File: src/dvs_pkg.sv
`default_nettype none

package dvs_pkg;

    // Defaults of the top-level parameters
    localparam int DEF_MAX_THREADS   = 64;
    localparam int DEF_RES_LIMIT     = 16;
    localparam int DEF_AMOUNT_WIDTH  = 16;

    // Configuration port
    localparam int CFG_IDX_W  = 2;
    localparam int CFG_DATA_W = 7;
    localparam int HEUR_W     = 3;
    localparam int THR_CFG_W  = 7;
    localparam int RES_CFG_W  = 5;

    localparam logic [CFG_IDX_W-1:0] CFG_HEURISTIC        = 2'd0;
    localparam logic [CFG_IDX_W-1:0] CFG_THREADS_IN_USE   = 2'd1;
    localparam logic [CFG_IDX_W-1:0] CFG_RESOURCES_IN_USE = 2'd2;

    localparam logic [THR_CFG_W-1:0] THR_CFG_RESET = 7'd64;
    localparam logic [RES_CFG_W-1:0] RES_CFG_RESET = 5'd16;

    // Selection heuristics
    localparam logic [HEUR_W-1:0] HEUR_MAX_TOTAL    = 3'd0;
    localparam logic [HEUR_W-1:0] HEUR_MIN_TOTAL    = 3'd1;
    localparam logic [HEUR_W-1:0] HEUR_MAX_LARGEST  = 3'd2;
    localparam logic [HEUR_W-1:0] HEUR_MIN_SMALLEST = 3'd3;
    localparam logic [HEUR_W-1:0] HEUR_MAX_COUNT    = 3'd4;
    localparam logic [HEUR_W-1:0] HEUR_MIN_COUNT    = 3'd5;
    localparam logic [HEUR_W-1:0] HEUR_RESET        = HEUR_MAX_TOTAL;

    // Unused codes behave as max total
    function automatic logic want_max(input logic [HEUR_W-1:0] h);
        logic r;
        case (h)
            HEUR_MIN_TOTAL, HEUR_MIN_SMALLEST, HEUR_MIN_COUNT: r = 1'b0;
            default: r = 1'b1;
        endcase
        return r;
    endfunction

    // Clamp a configured count into 1..maxv
    function automatic logic [31:0] clamp_count(input logic [31:0] v, input logic [31:0] maxv);
        logic [31:0] r;
        if (v == 32'd0) begin
            r = 32'd1;
        end else if (v > maxv) begin
            r = maxv;
        end else begin
            r = v;
        end
        return r;
    endfunction

endpackage

`default_nettype wire

File: src/dvs_if.sv
`default_nettype none

interface dvs_in_if #(
    parameter int AMOUNT_WIDTH = dvs_pkg::DEF_AMOUNT_WIDTH
);
    logic                    valid;
    logic                    ready;
    logic [AMOUNT_WIDTH-1:0] alloc_amount;
    logic                    thread_deadlocked;

    modport source (output valid, output alloc_amount, output thread_deadlocked, input ready);
    modport sink   (input valid, input alloc_amount, input thread_deadlocked, output ready);
endinterface

interface dvs_out_if #(
    parameter int INDEX_WIDTH  = 6,
    parameter int METRIC_WIDTH = 21
);
    logic                           valid;
    logic                           ready;
    logic [INDEX_WIDTH-1:0]         victim_index;
    logic                           victim_found;
    logic signed [METRIC_WIDTH-1:0] victim_metric;

    modport source (output valid, output victim_index, output victim_found,
                    output victim_metric, input ready);
    modport sink   (input valid, input victim_index, input victim_found,
                    input victim_metric, output ready);
endinterface

interface dvs_cfg_if;
    logic                            valid;
    logic                            ready;
    logic [dvs_pkg::CFG_IDX_W-1:0]   index;
    logic [dvs_pkg::CFG_DATA_W-1:0]  data;

    modport source (output valid, output index, output data, input ready);
    modport sink   (input valid, input index, input data, output ready);
endinterface

`default_nettype wire

File: src/dvs_row_acc.sv
`default_nettype none

module dvs_row_acc #(
    parameter int RES_LIMIT     = dvs_pkg::DEF_RES_LIMIT,
    parameter int AMOUNT_WIDTH  = dvs_pkg::DEF_AMOUNT_WIDTH
) (
    input  wire                                   i_clk,
    input  wire                                   i_rst_n,
    input  wire                                   i_accept,
    input  wire  [AMOUNT_WIDTH-1:0]               i_amount,
    input  wire  [dvs_pkg::HEUR_W-1:0]            i_heuristic,
    input  wire  [dvs_pkg::RES_CFG_W-1:0]         i_res_count,
    output logic                                  o_row_last,
    output logic signed [AMOUNT_WIDTH+$clog2(RES_LIMIT):0] o_metric
);

    localparam int SUM_W = AMOUNT_WIDTH + $clog2(RES_LIMIT);
    localparam int MW    = SUM_W + 1;
    localparam int CNT_W = $clog2(RES_LIMIT + 1);
    localparam int EW    = (RES_LIMIT > 1) ? $clog2(RES_LIMIT) : 1;

    logic [EW-1:0]           r_entry, n_entry;
    logic [SUM_W-1:0]        r_sum, n_sum;
    logic [AMOUNT_WIDTH-1:0] r_largest, n_largest;
    logic [AMOUNT_WIDTH-1:0] r_small, n_small;
    logic                    r_has, n_has;
    logic [CNT_W-1:0]        r_cnt, n_cnt;
    logic [31:0]             nres;
    logic                    nz;

    assign nres = dvs_pkg::clamp_count(32'(i_res_count), 32'(RES_LIMIT));
    assign nz   = (i_amount != '0);

    always_comb begin
        o_row_last = (32'(r_entry) + 32'd1 >= nres);
        n_sum      = r_sum + SUM_W'(i_amount);
        n_largest  = (i_amount > r_largest) ? i_amount : r_largest;
        n_small    = r_small;
        n_has      = r_has;
        n_cnt      = r_cnt;
        if (nz) begin
            if (!r_has || i_amount < r_small) begin
                n_small = i_amount;
            end
            n_has = 1'b1;
            n_cnt = r_cnt + CNT_W'(1);
        end
        n_entry = r_entry + EW'(1);

        // Metric of the row including the current item
        case (i_heuristic)
            dvs_pkg::HEUR_MAX_LARGEST: begin
                o_metric = $signed({{(MW-AMOUNT_WIDTH){1'b0}}, n_largest});
            end
            dvs_pkg::HEUR_MIN_SMALLEST: begin
                o_metric = n_has ? $signed({{(MW-AMOUNT_WIDTH){1'b0}}, n_small}) : '1;
            end
            dvs_pkg::HEUR_MAX_COUNT, dvs_pkg::HEUR_MIN_COUNT: begin
                o_metric = $signed({{(MW-CNT_W){1'b0}}, n_cnt});
            end
            default: begin
                o_metric = $signed({1'b0, n_sum});
            end
        endcase
    end

    always_ff @(posedge i_clk) begin
        if (!i_rst_n) begin
            r_entry   <= '0;
            r_sum     <= '0;
            r_largest <= '0;
            r_small   <= '0;
            r_has     <= 1'b0;
            r_cnt     <= '0;
        end else if (i_accept) begin
            if (o_row_last) begin
                r_entry   <= '0;
                r_sum     <= '0;
                r_largest <= '0;
                r_small   <= '0;
                r_has     <= 1'b0;
                r_cnt     <= '0;
            end else begin
                r_entry   <= n_entry;
                r_sum     <= n_sum;
                r_largest <= n_largest;
                r_small   <= n_small;
                r_has     <= n_has;
                r_cnt     <= n_cnt;
            end
        end
    end

endmodule

`default_nettype wire

File: src/deadlock_victim_selector.sv
// Deadlock victim selector.
// Channels: i_in carries one allocation matrix entry per item (alloc_amount and
// thread_deadlocked), rows in thread order, resources_in_use entries per row and
// threads_in_use rows per selection. o_out carries one result per selection:
// victim_index, victim_found and victim_metric. i_cfg writes heuristic (index 0),
// threads_in_use (1) and resources_in_use (2); it is always ready. The user must
// write it only while the block is idle; the block itself does not enforce this.
// Throughput: one item per cycle while i_in.ready is high. Each entry passes
// through one add, the compares and the metric select into the row registers, and
// the last entry of a row also through the best-thread compare in the same cycle.
// Latency: the result is valid in the cycle after the last entry of the last row
// is accepted, held in the output register.
// Stall: while a result waits in the output register and o_out.ready is low,
// i_in.ready is low; with o_out.ready high a new item is taken in the same cycle
// the result leaves.
// Reset: synchronous, active low; clears all positions and running values and
// sets heuristic 0, threads_in_use 64 and resources_in_use 16.
`default_nettype none

module deadlock_victim_selector #(
    parameter int MAX_THREADS   = dvs_pkg::DEF_MAX_THREADS,
    parameter int RES_LIMIT     = dvs_pkg::DEF_RES_LIMIT,
    parameter int AMOUNT_WIDTH  = dvs_pkg::DEF_AMOUNT_WIDTH
) (
    input wire       i_clk,
    input wire       i_rst_n,
    dvs_in_if.sink   i_in,
    dvs_out_if.source o_out,
    dvs_cfg_if.sink  i_cfg
);

    localparam int TW = (MAX_THREADS > 1) ? $clog2(MAX_THREADS) : 1;
    localparam int MW = AMOUNT_WIDTH + $clog2(RES_LIMIT) + 1;

    logic [dvs_pkg::HEUR_W-1:0]    r_heuristic;
    logic [dvs_pkg::THR_CFG_W-1:0] r_threads;
    logic [dvs_pkg::RES_CFG_W-1:0] r_resources;

    logic [TW-1:0]        r_thread;
    logic [TW-1:0]        r_best_thread, n_best_thread;
    logic signed [MW-1:0] r_best_value, n_best_value;
    logic                 r_have_best, n_have_best;

    logic                 r_out_valid;
    logic [TW-1:0]        r_out_index;
    logic                 r_out_found;
    logic signed [MW-1:0] r_out_metric;

    logic                 accept;
    logic                 row_last;
    logic                 sel_last;
    logic                 final_accept;
    logic                 better;
    logic signed [MW-1:0] metric;
    logic [31:0]          nthr;

    // Configuration
    assign i_cfg.ready = 1'b1;

    always_ff @(posedge i_clk) begin
        if (!i_rst_n) begin
            r_heuristic <= dvs_pkg::HEUR_RESET;
            r_threads   <= dvs_pkg::THR_CFG_RESET;
            r_resources <= dvs_pkg::RES_CFG_RESET;
        end else if (i_cfg.valid) begin
            unique case (i_cfg.index)
                dvs_pkg::CFG_HEURISTIC: begin
                    r_heuristic <= i_cfg.data[dvs_pkg::HEUR_W-1:0];
                end
                dvs_pkg::CFG_THREADS_IN_USE: begin
                    r_threads <= i_cfg.data[dvs_pkg::THR_CFG_W-1:0];
                end
                dvs_pkg::CFG_RESOURCES_IN_USE: begin
                    r_resources <= i_cfg.data[dvs_pkg::RES_CFG_W-1:0];
                end
                default: begin
                end
            endcase
        end
    end

    // Input handshake: blocked only by a result still waiting
    assign i_in.ready = !r_out_valid || o_out.ready;
    assign accept     = i_in.valid && i_in.ready;

    dvs_row_acc #(
        .RES_LIMIT     (RES_LIMIT),
        .AMOUNT_WIDTH  (AMOUNT_WIDTH)
    ) u_row_acc (
        .i_clk       (i_clk),
        .i_rst_n     (i_rst_n),
        .i_accept    (accept),
        .i_amount    (i_in.alloc_amount),
        .i_heuristic (r_heuristic),
        .i_res_count (r_resources),
        .o_row_last  (row_last),
        .o_metric    (metric)
    );

    assign nthr         = dvs_pkg::clamp_count(32'(r_threads), 32'(MAX_THREADS));
    assign sel_last     = row_last && (32'(r_thread) + 32'd1 >= nthr);
    assign final_accept = accept && sel_last;

    always_comb begin
        if (!r_have_best) begin
            better = 1'b1;
        end else if (dvs_pkg::want_max(r_heuristic)) begin
            better = metric > r_best_value;
        end else begin
            better = metric < r_best_value;
        end
        n_best_thread = r_best_thread;
        n_best_value  = r_best_value;
        n_have_best   = r_have_best;
        if (row_last && i_in.thread_deadlocked && better) begin
            n_best_thread = r_thread;
            n_best_value  = metric;
            n_have_best   = 1'b1;
        end
    end

    always_ff @(posedge i_clk) begin
        if (!i_rst_n) begin
            r_thread      <= '0;
            r_best_thread <= '0;
            r_best_value  <= '0;
            r_have_best   <= 1'b0;
        end else if (accept) begin
            if (sel_last) begin
                r_thread      <= '0;
                r_best_thread <= '0;
                r_best_value  <= '0;
                r_have_best   <= 1'b0;
            end else begin
                if (row_last) begin
                    r_thread <= r_thread + TW'(1);
                end
                r_best_thread <= n_best_thread;
                r_best_value  <= n_best_value;
                r_have_best   <= n_have_best;
            end
        end
    end

    // Result register
    always_ff @(posedge i_clk) begin
        if (!i_rst_n) begin
            r_out_valid <= 1'b0;
        end else if (final_accept) begin
            r_out_valid <= 1'b1;
        end else if (o_out.ready) begin
            r_out_valid <= 1'b0;
        end
    end

    always_ff @(posedge i_clk) begin
        if (final_accept) begin
            r_out_index  <= n_have_best ? n_best_thread : '0;
            r_out_found  <= n_have_best;
            r_out_metric <= n_have_best ? n_best_value : '0;
        end
    end

    assign o_out.valid         = r_out_valid;
    assign o_out.victim_index  = r_out_index;
    assign o_out.victim_found  = r_out_found;
    assign o_out.victim_metric = r_out_metric;

    a_empty_result_zero: assert property (@(posedge i_clk) disable iff (!i_rst_n)
        o_out.valid && !o_out.victim_found |-> o_out.victim_index == '0 && o_out.victim_metric == '0)
        else $error("empty selection reported non-zero index or metric");

    a_final_restarts: assert property (@(posedge i_clk) disable iff (!i_rst_n)
        final_accept |=> r_out_valid && r_thread == '0 && !r_have_best)
        else $error("selection end did not present a result and restart");

    a_best_cleared_at_end: assert property (@(posedge i_clk) disable iff (!i_rst_n)
        $fell(r_have_best) && $past(i_rst_n) |-> $past(final_accept))
        else $error("best thread dropped outside a selection end");

endmodule

`default_nettype wire
File: src/flat_wrapper.sv
// flat-port wrapper written by rule: the top's interface ports become plain ports
module deadlock_victim_selector_flat 
#(
    parameter int MAX_THREADS   = dvs_pkg::DEF_MAX_THREADS,
    parameter int RES_LIMIT     = dvs_pkg::DEF_RES_LIMIT,
    parameter int AMOUNT_WIDTH  = dvs_pkg::DEF_AMOUNT_WIDTH
)
  (i_clk, i_rst_n, i_in_valid, i_in_alloc_amount, i_in_thread_deadlocked, i_in_ready, o_out_valid, o_out_victim_index, o_out_victim_found, o_out_victim_metric, o_out_ready, i_cfg_valid, i_cfg_index, i_cfg_data, i_cfg_ready);
  dvs_in_if #(.AMOUNT_WIDTH(AMOUNT_WIDTH)) i_in_i ();
  dvs_out_if o_out_i ();
  dvs_cfg_if i_cfg_i ();
  input wire i_clk;
  input wire i_rst_n;
  input wire logic [$bits(i_in_i.valid)-1:0] i_in_valid;
  input wire logic [$bits(i_in_i.alloc_amount)-1:0] i_in_alloc_amount;
  input wire logic [$bits(i_in_i.thread_deadlocked)-1:0] i_in_thread_deadlocked;
  output wire logic [$bits(i_in_i.ready)-1:0] i_in_ready;
  output wire logic [$bits(o_out_i.valid)-1:0] o_out_valid;
  output wire logic [$bits(o_out_i.victim_index)-1:0] o_out_victim_index;
  output wire logic [$bits(o_out_i.victim_found)-1:0] o_out_victim_found;
  output wire logic [$bits(o_out_i.victim_metric)-1:0] o_out_victim_metric;
  input wire logic [$bits(o_out_i.ready)-1:0] o_out_ready;
  input wire logic [$bits(i_cfg_i.valid)-1:0] i_cfg_valid;
  input wire logic [$bits(i_cfg_i.index)-1:0] i_cfg_index;
  input wire logic [$bits(i_cfg_i.data)-1:0] i_cfg_data;
  output wire logic [$bits(i_cfg_i.ready)-1:0] i_cfg_ready;
  assign i_in_i.valid = i_in_valid;
  assign i_in_i.alloc_amount = i_in_alloc_amount;
  assign i_in_i.thread_deadlocked = i_in_thread_deadlocked;
  assign i_in_ready = i_in_i.ready;
  assign o_out_valid = o_out_i.valid;
  assign o_out_victim_index = o_out_i.victim_index;
  assign o_out_victim_found = o_out_i.victim_found;
  assign o_out_victim_metric = o_out_i.victim_metric;
  assign o_out_i.ready = o_out_ready;
  assign i_cfg_i.valid = i_cfg_valid;
  assign i_cfg_i.index = i_cfg_index;
  assign i_cfg_i.data = i_cfg_data;
  assign i_cfg_ready = i_cfg_i.ready;
  deadlock_victim_selector #(.MAX_THREADS(MAX_THREADS), .RES_LIMIT(RES_LIMIT), .AMOUNT_WIDTH(AMOUNT_WIDTH)) u_core (.i_clk(i_clk), .i_rst_n(i_rst_n), .i_in(i_in_i), .o_out(o_out_i), .i_cfg(i_cfg_i));
endmodule
File: config.mk
export PLATFORM = sky130hd
export DESIGN_NAME = deadlock_victim_selector_flat
export DESIGN_NICKNAME = d
export VERILOG_FILES = /design/src/dvs_pkg.sv /design/src/dvs_if.sv /design/src/dvs_row_acc.sv /design/src/deadlock_victim_selector.sv /design/src/flat_wrapper.sv
export SDC_FILE = /design/constraint.sdc
export NUM_CORES = 1
export LEC_CHECK = 0
export ABC_AREA = 1
export BUFFER_PORTS_ARGS = -buffer_cell sky130_fd_sc_hd__buf_2
export CAP_MARGIN = 20
export CELL_PAD_IN_SITES_DETAIL_PLACEMENT = 0
export CELL_PAD_IN_SITES_GLOBAL_PLACEMENT = 1
export CORE_AREA = 3 3 160 162
export DETAILED_ROUTE_END_ITERATION = 10
export DIE_AREA = 0 0 163 165
export GPL_ROUTABILITY_DRIVEN = 0
export PLACE_DENSITY_LB_ADDON = 0.1
export SLEW_MARGIN = 20
export SYNTH_ARGS = -nofsm -noshare
export SYNTH_HDL_FRONTEND = slang
export SYNTH_SLANG_ARGS = --single-unit
File: constraint.sdc
create_clock -name i_clk -period 10.9 [get_ports i_clk]
set_input_delay 2.18 -clock i_clk [delete_from_list [all_inputs] [get_ports i_clk]]
set_output_delay 2.18 -clock i_clk [all_outputs]
set_load 0.1 [all_outputs]
; Word level (Yosys, flattened, before mapping)
; Cells that the tools add are included.
[op_classes]
add_sub_neg = 6
n_mul = 0
n_div = 0
order_cmp = 8
n_eq_ne = 7
shifts = 0
muxes = 31
n_bitwise = 0
reduce_logical = 21
[op_table]
columns = cell, n
row1 = two-way mux 16 bit, 5
row2 = two-way mux 21 bit, 3
row3 = case mux 21 bit (3 select lines), 1
row4 = greater-or-equal comparator 32 bit, 1
row5 = greater-or-equal comparator 5 x 32 -> 1 bit, 1
row6 = two-way mux 32 bit, 1
row7 = two-way mux 6 bit, 4
row8 = greater-than comparator 21 bit, 1
row9 = less-than comparator 21 bit, 1
row10 = adder 20 x 16 -> 20 bit, 1
row11 = two-way mux 20 bit, 1
row12 = two-way mux 5 bit, 4
row13 = greater-than comparator 16 bit, 1
row14 = less-than comparator 16 bit, 1
row15 = nonzero test 16 bit, 1
row16 = two-way mux 1 bit, 10
row17 = AND reduction 2 bit, 4
row18 = "adder 6 x 1 -> 7 bit, second input constant", 1
row19 = "greater-than comparator 7 bit, second input constant", 1
row20 = zero test 7 bit, 1
row21 = two-way mux 7 bit, 1
row22 = "adder 6 x 1 -> 6 bit, second input constant", 1
row23 = "== test 3 x 2 -> 1 bit, second input constant", 2
row24 = "== test 3 bit, second input constant", 2
row25 = other kinds (16), 23
[word_totals]
regBits = 140
latchBits = 0
ram_bits = 0
mem_bits_ro = 0
inputBits = 31
out_inout_bits = 31
word_cells = 90
memories = 0

; Logic depth before layout (Yosys ltp)
[logic_depth]
ltp_word = 12
depth_mapped = 37
ltp_nobuf = 35

; By module
; A second synthesis with hierarchy kept.
[hier_totals]
cells_unflattened = 1384
hier_area_um2 = 9929.5
[modules_own_cells]
columns = mod, n_inst, cells_per_inst, area_each_um2, seq_area_each_um2
row1 = dvs_row_acc, 1, 813, 5265.0, 1241.2
row2 = deadlock_victim_selector, 1, 571, 4664.5, 1841.8

; Worst setup path after synthesis
; Ideal clock, no wire load.
[synth_path]
kind = input -> register
startpoint = in i_in_alloc_amount[0]
endpoint = reg u_core.r_out_metric[16], in the netlist u_core.o_out.victim_metric[16], data pin
setup_time_ns = 0.255
t_arrival_ns = 5.316
required_time_ns = 10.645
path_slack_ns = 5.329
path_stages = 29
n_path_buf = 2
cell_sequence = ha_1 > fa_1 > nand2_1 > nand2_1 > o21ai_0 > inv_1 > nand2_1 > nand2_1 > xor2_1 > or2_2 > nand2_1 > inv_1 > ha_1 > nand2_1 > inv_1 > nand2_1 > nand2_1 > nand2_1 > nand3_1 > nand2_1 > nand4_1 > nand3_2 > nand3_2 > nand2_4 > inv_4 > nor2_2 > buf_4 > buf_6 > nor2_1
[synth_via]
elab_chain_cells = 11
word_cells_on_any_way = 19
classes_between = 1 x add/sub / 4 x order compare / 11 x mux / 3 x reduce/logical
[synth_lines]
columns = item, line
row1 = "start, declared", flat_wrapper.sv:15  ; input wire logic [$bits(i_in_i.alloc_amount)-1:0] i_in_alloc_amount;
row2 = less-than comparator 16 bit, dvs_row_acc.sv:42  ; if (!r_has || i_amount < r_small) begin
row3 = logical OR 1 bit, dvs_row_acc.sv:42
row4 = two-way mux 16 bit, dvs_row_acc.sv:42
row5 = two-way mux 16 bit, dvs_row_acc.sv:41  ; if (nz) begin
row6 = two-way mux 21 bit, dvs_row_acc.sv:56  ; o_metric = n_has ? $signed({{(MW-AMOUNT_WIDTH){1'b0}}, n_small}) : '1;
row7 = case mux 21 bit (3 select lines) (*), dvs_row_acc.sv:51  ; case (i_heuristic)
row8 = less-than comparator 21 bit / greater-than comparator 21 bit (equally long branches), "deadlock_victim_selector.sv:110, deadlock_victim_selector.sv:108"
row9 = two-way mux 1 bit, deadlock_victim_selector.sv:107  ; end else if (dvs_pkg::want_max(r_heuristic)) begin
row10 = two-way mux 1 bit, deadlock_victim_selector.sv:105  ; if (!r_have_best) begin
row11 = logical AND 1 bit, deadlock_victim_selector.sv:115  ; if (row_last && i_in.thread_deadlocked && better) begin
row12 = two-way mux 21 bit / two-way mux 1 bit (equally long branches), deadlock_victim_selector.sv:115
row13 = "end signal, assigned", deadlock_victim_selector.sv:160  ; r_out_metric <= n_have_best ? n_best_value : '0;
row14 = "end, declared", deadlock_victim_selector.sv:47  ; logic signed [MW-1:0] r_out_metric;
; Mark *: on every way between the ends. The rest lies on a longest branch, timed or not.
; A chain may end at the register's enable or synchronous reset.

; Worst setup path in the final report
[layout_path]
startpoint = in i_in_alloc_amount[13]
endpoint = reg u_core.r_out_metric[10], in the netlist u_core.o_out.victim_metric[10], data pin
; Same word-level chain as after synthesis.

==> out/results.ini <==
[logic_synthesis]
synthDistinctLibCells=45
netlist_area_sq_um=9410
async_flop_share_pct=0
syn_avg_cell_area_sq_um=6.78
syn_nets=1505
ys.flop_type=dfxtp_1
yosysMostFrequentCell=nand2_1
ys.warnings.count=0
ys_seq_elements=140
synth_cells=1389
synth_area_leaders=dfxtp_1 24%, nand2_1 15%, ha_1 11%
netlist.area_leader.share_pct=23.8
synth_common_cells=379 x nand2_1, 168 x inv_1, 137 x nand3_1
ys_seq_area_share_pct=32.7
yosys.area.top_type=dfxtp_1
synth_edf_count=28

[cells_and_area]
drive_above_1_share_pct=9.00
fillerInstances=2646
area_growth_pct=11.8
antenna-diode-count=0
final_nets=1537
fin_cells=1758

[drt]
wl_per_cell_um=16.4
viasPerCell=5.09
first_pass_iters=5
drt_iter0_drc=614
drc_errors=0
drt-total-wl_um=28800
ant_nets=0
vias=8945

[clocking]
cts_hold_buf=0
clock_path_buffers=2
post_cts_buffers=0
h-tree-depth=4
cts-resized-gates=0
cts.sinks=140
cts_buffers=17
cts_tree=built
cts-root-buf=clkbuf_16
path_clk_slew_ns=0.07
clock_latency_ns=0.43

[global_routing]
grt_pass1_vias=8458
grt_overflow_total=0
antenna_found_initial=0
grtUsageTotal_pct=22.1
grt_pass1_wl_um=46400
grt_max_degree=69

[worst_hold_path]
holdPathEnd=u_core.r_best_value[15]
min_path_cells=2
min-delay-path-class=flop to flop
hp-start=u_core.r_best_value[15]

[critical_path]
r2r_start=u_core.u_row_acc.r_largest[14]
end_kind=flop
critPathRequiredTime_ns=11.06
r2r_slack_ns=5.28
start_kind=input port
cpMostUsedCell=nand2_1
cp_slowest_stage_delay_ns=0.63
worstPathBufferInverterCount=3
cp.arrival_ns=7.28
critPathTopFamily=simple AND/OR/NAND/NOR gates
reg2reg_to=u_core.o_out.victim_metric[10]
crit_path_max_fanout=35
slowest_stage=nand3_1
reg2reg_depth=26
critical_path_class=input port to flop

[sta]
period_minus_slack_ns=7.12
worst_slew_pin_slew_ns=0.876
hold_viol=0
fin_skew_ns=0.0186
slew_headroom_pct=41.4
post-route-period-util_pct=65.3
rsz0062_at_grt=no
setup_viol=0
slew_violations=0
fmax_mhz=140
fin_setup_tns_ns=0

[placement]
hpwl_um=21400
place_inst=1726
io_buffers=60

[outcome]
outcome=completed

[power_and_ir_drop]
peakVddDrop_mv=0.0842
leakage_nw=4.76
power_density_nw_per_um2=152

[floorplan]
dieArea_sq_um=26900
die_x_um=163
die_height_um=165
row_count=57
coreArea_sq_um=24200
start_util_pct=38.8
design.portCount=62

[run]
drv_cap=0

[flip-flops by register name, summed over array words and instances (netlist names), 3 cells and up]
| name | cells |
|---|---|
| u_core.o_out.victim_index | 6 |
| u_core.o_out.victim_metric | 21 |
| u_core.r_best_thread | 6 |
| u_core.r_best_value | 21 |
| u_core.r_heuristic | 3 |
| u_core.r_resources | 5 |
| u_core.r_thread | 6 |
| u_core.r_threads | 7 |
| u_core.u_row_acc.r_cnt | 5 |
| u_core.u_row_acc.r_entry | 4 |
| u_core.u_row_acc.r_largest | 16 |
| u_core.u_row_acc.r_small | 16 |
| u_core.u_row_acc.r_sum | 20 |
[power by group]
part	switching [mW]	internal (mW)
sequential	0.0185	0.555
clock	0.254	0.342
combinational	0.293	0.142
total	0.565	1.04
[placed cells by master, fill, tap and decap left out, drive strengths merged, types with 3 or more instances in the layout]
master and count:
nand2 384, inv 178, nand3 139, a21oi 135, nor2 118, dfxtp 112, ha 84, buf 66
o21ai 55, edfxtp 28, clkbuf 18, a22oi 17, nand4 15, xor2 15, o211ai 13, nor3 13
or2 9, xnor2 5, clkinv 5, a21o 3, a211oi 3, a21boi 3
[cell type report]
| cell class | count | area [sq um] | area share [%] |
|---|---|---|---|
| Clock buffer | 18 | 429 | 4.08 |
| Tap cell | 324 | 405 | 3.85 |
| Clock inverter | 14 | 160 | 1.52 |
| Multi-Input combinational cell | 1023 | 5450 | 51.8 |
| Inverter | 173 | 652 | 6.19 |
| Sequential cell | 140 | 3080 | 29.3 |
| Timing Repair Buffer | 66 | 345 | 3.28 |
[logic make-up after synthesis]
logic type / count (synthesis) / synth area share [%]
AO/OA/AOI/OAI: 233 / 13.6
flip-flops: 140 / 32.7
other: 1 / 0.0398
XOR/XNOR: 20 / 1.86
AND/OR/NAND/NOR: 684 / 30.7
buffers and inverters: 226 / 9.70
adder cells (fa/ha/maj): 85 / 11.4
[metrics by stage]
stage	utilization, %	hold WS, ns	setup WS (ns)	area (sq um)	total power [mW]
2_1_floorplan	-	0.444	5.33	9410	0.893
3_3_place_gp	41.0	0.453	3.01	9930	1.02
3_5_place_dp	41.0	0.456	2.99	9930	1.02
4_1_cts	43.4	0.467	3.44	10500	1.62
5_1_grt	43.4	0.478	3.20	10500	1.71
6_report	43.4	0.465	3.78	10500	1.60
[worst max path at each step]
| stage | end | cells past startpoint | start |
|---|---|---|---|
| after global routing | u_core.o_out.victim_metric[12] | 25 | i_in_alloc_amount[14] |
| after CTS | u_core.o_out.victim_metric[10] | 28 | i_in_alloc_amount[15] |
| after global placement | u_core.o_out.victim_metric[13] | 27 | i_in_alloc_amount[15] |
| final | u_core.o_out.victim_metric[10] | 26 | i_in_alloc_amount[13] |
| after floorplan | u_core.o_out.victim_metric[16] | 29 | i_in_alloc_amount[0] |
| after detailed placement | u_core.o_out.victim_metric[10] | 28 | i_in_alloc_amount[15] |
[per-layer routing]
layer / global-route usage (%) / wire, um / vias to the layer above
met5: 0 / 0 / -
met4: 5.65 / 485 / 0
met3: 3.41 / 1220 / 26
met2: 34.3 / 12700 / 183
met1: 32.1 / 14500 / 4117
li1: - / - / 4619
[tightest hold or removal path, stage by stage (launching register included)]
cell	delay, ns
dfxtp_1	0.31
nand2_1	0.06
a21oi_1	0.06
No activity file was read; power rests on OpenSTA's default activity.
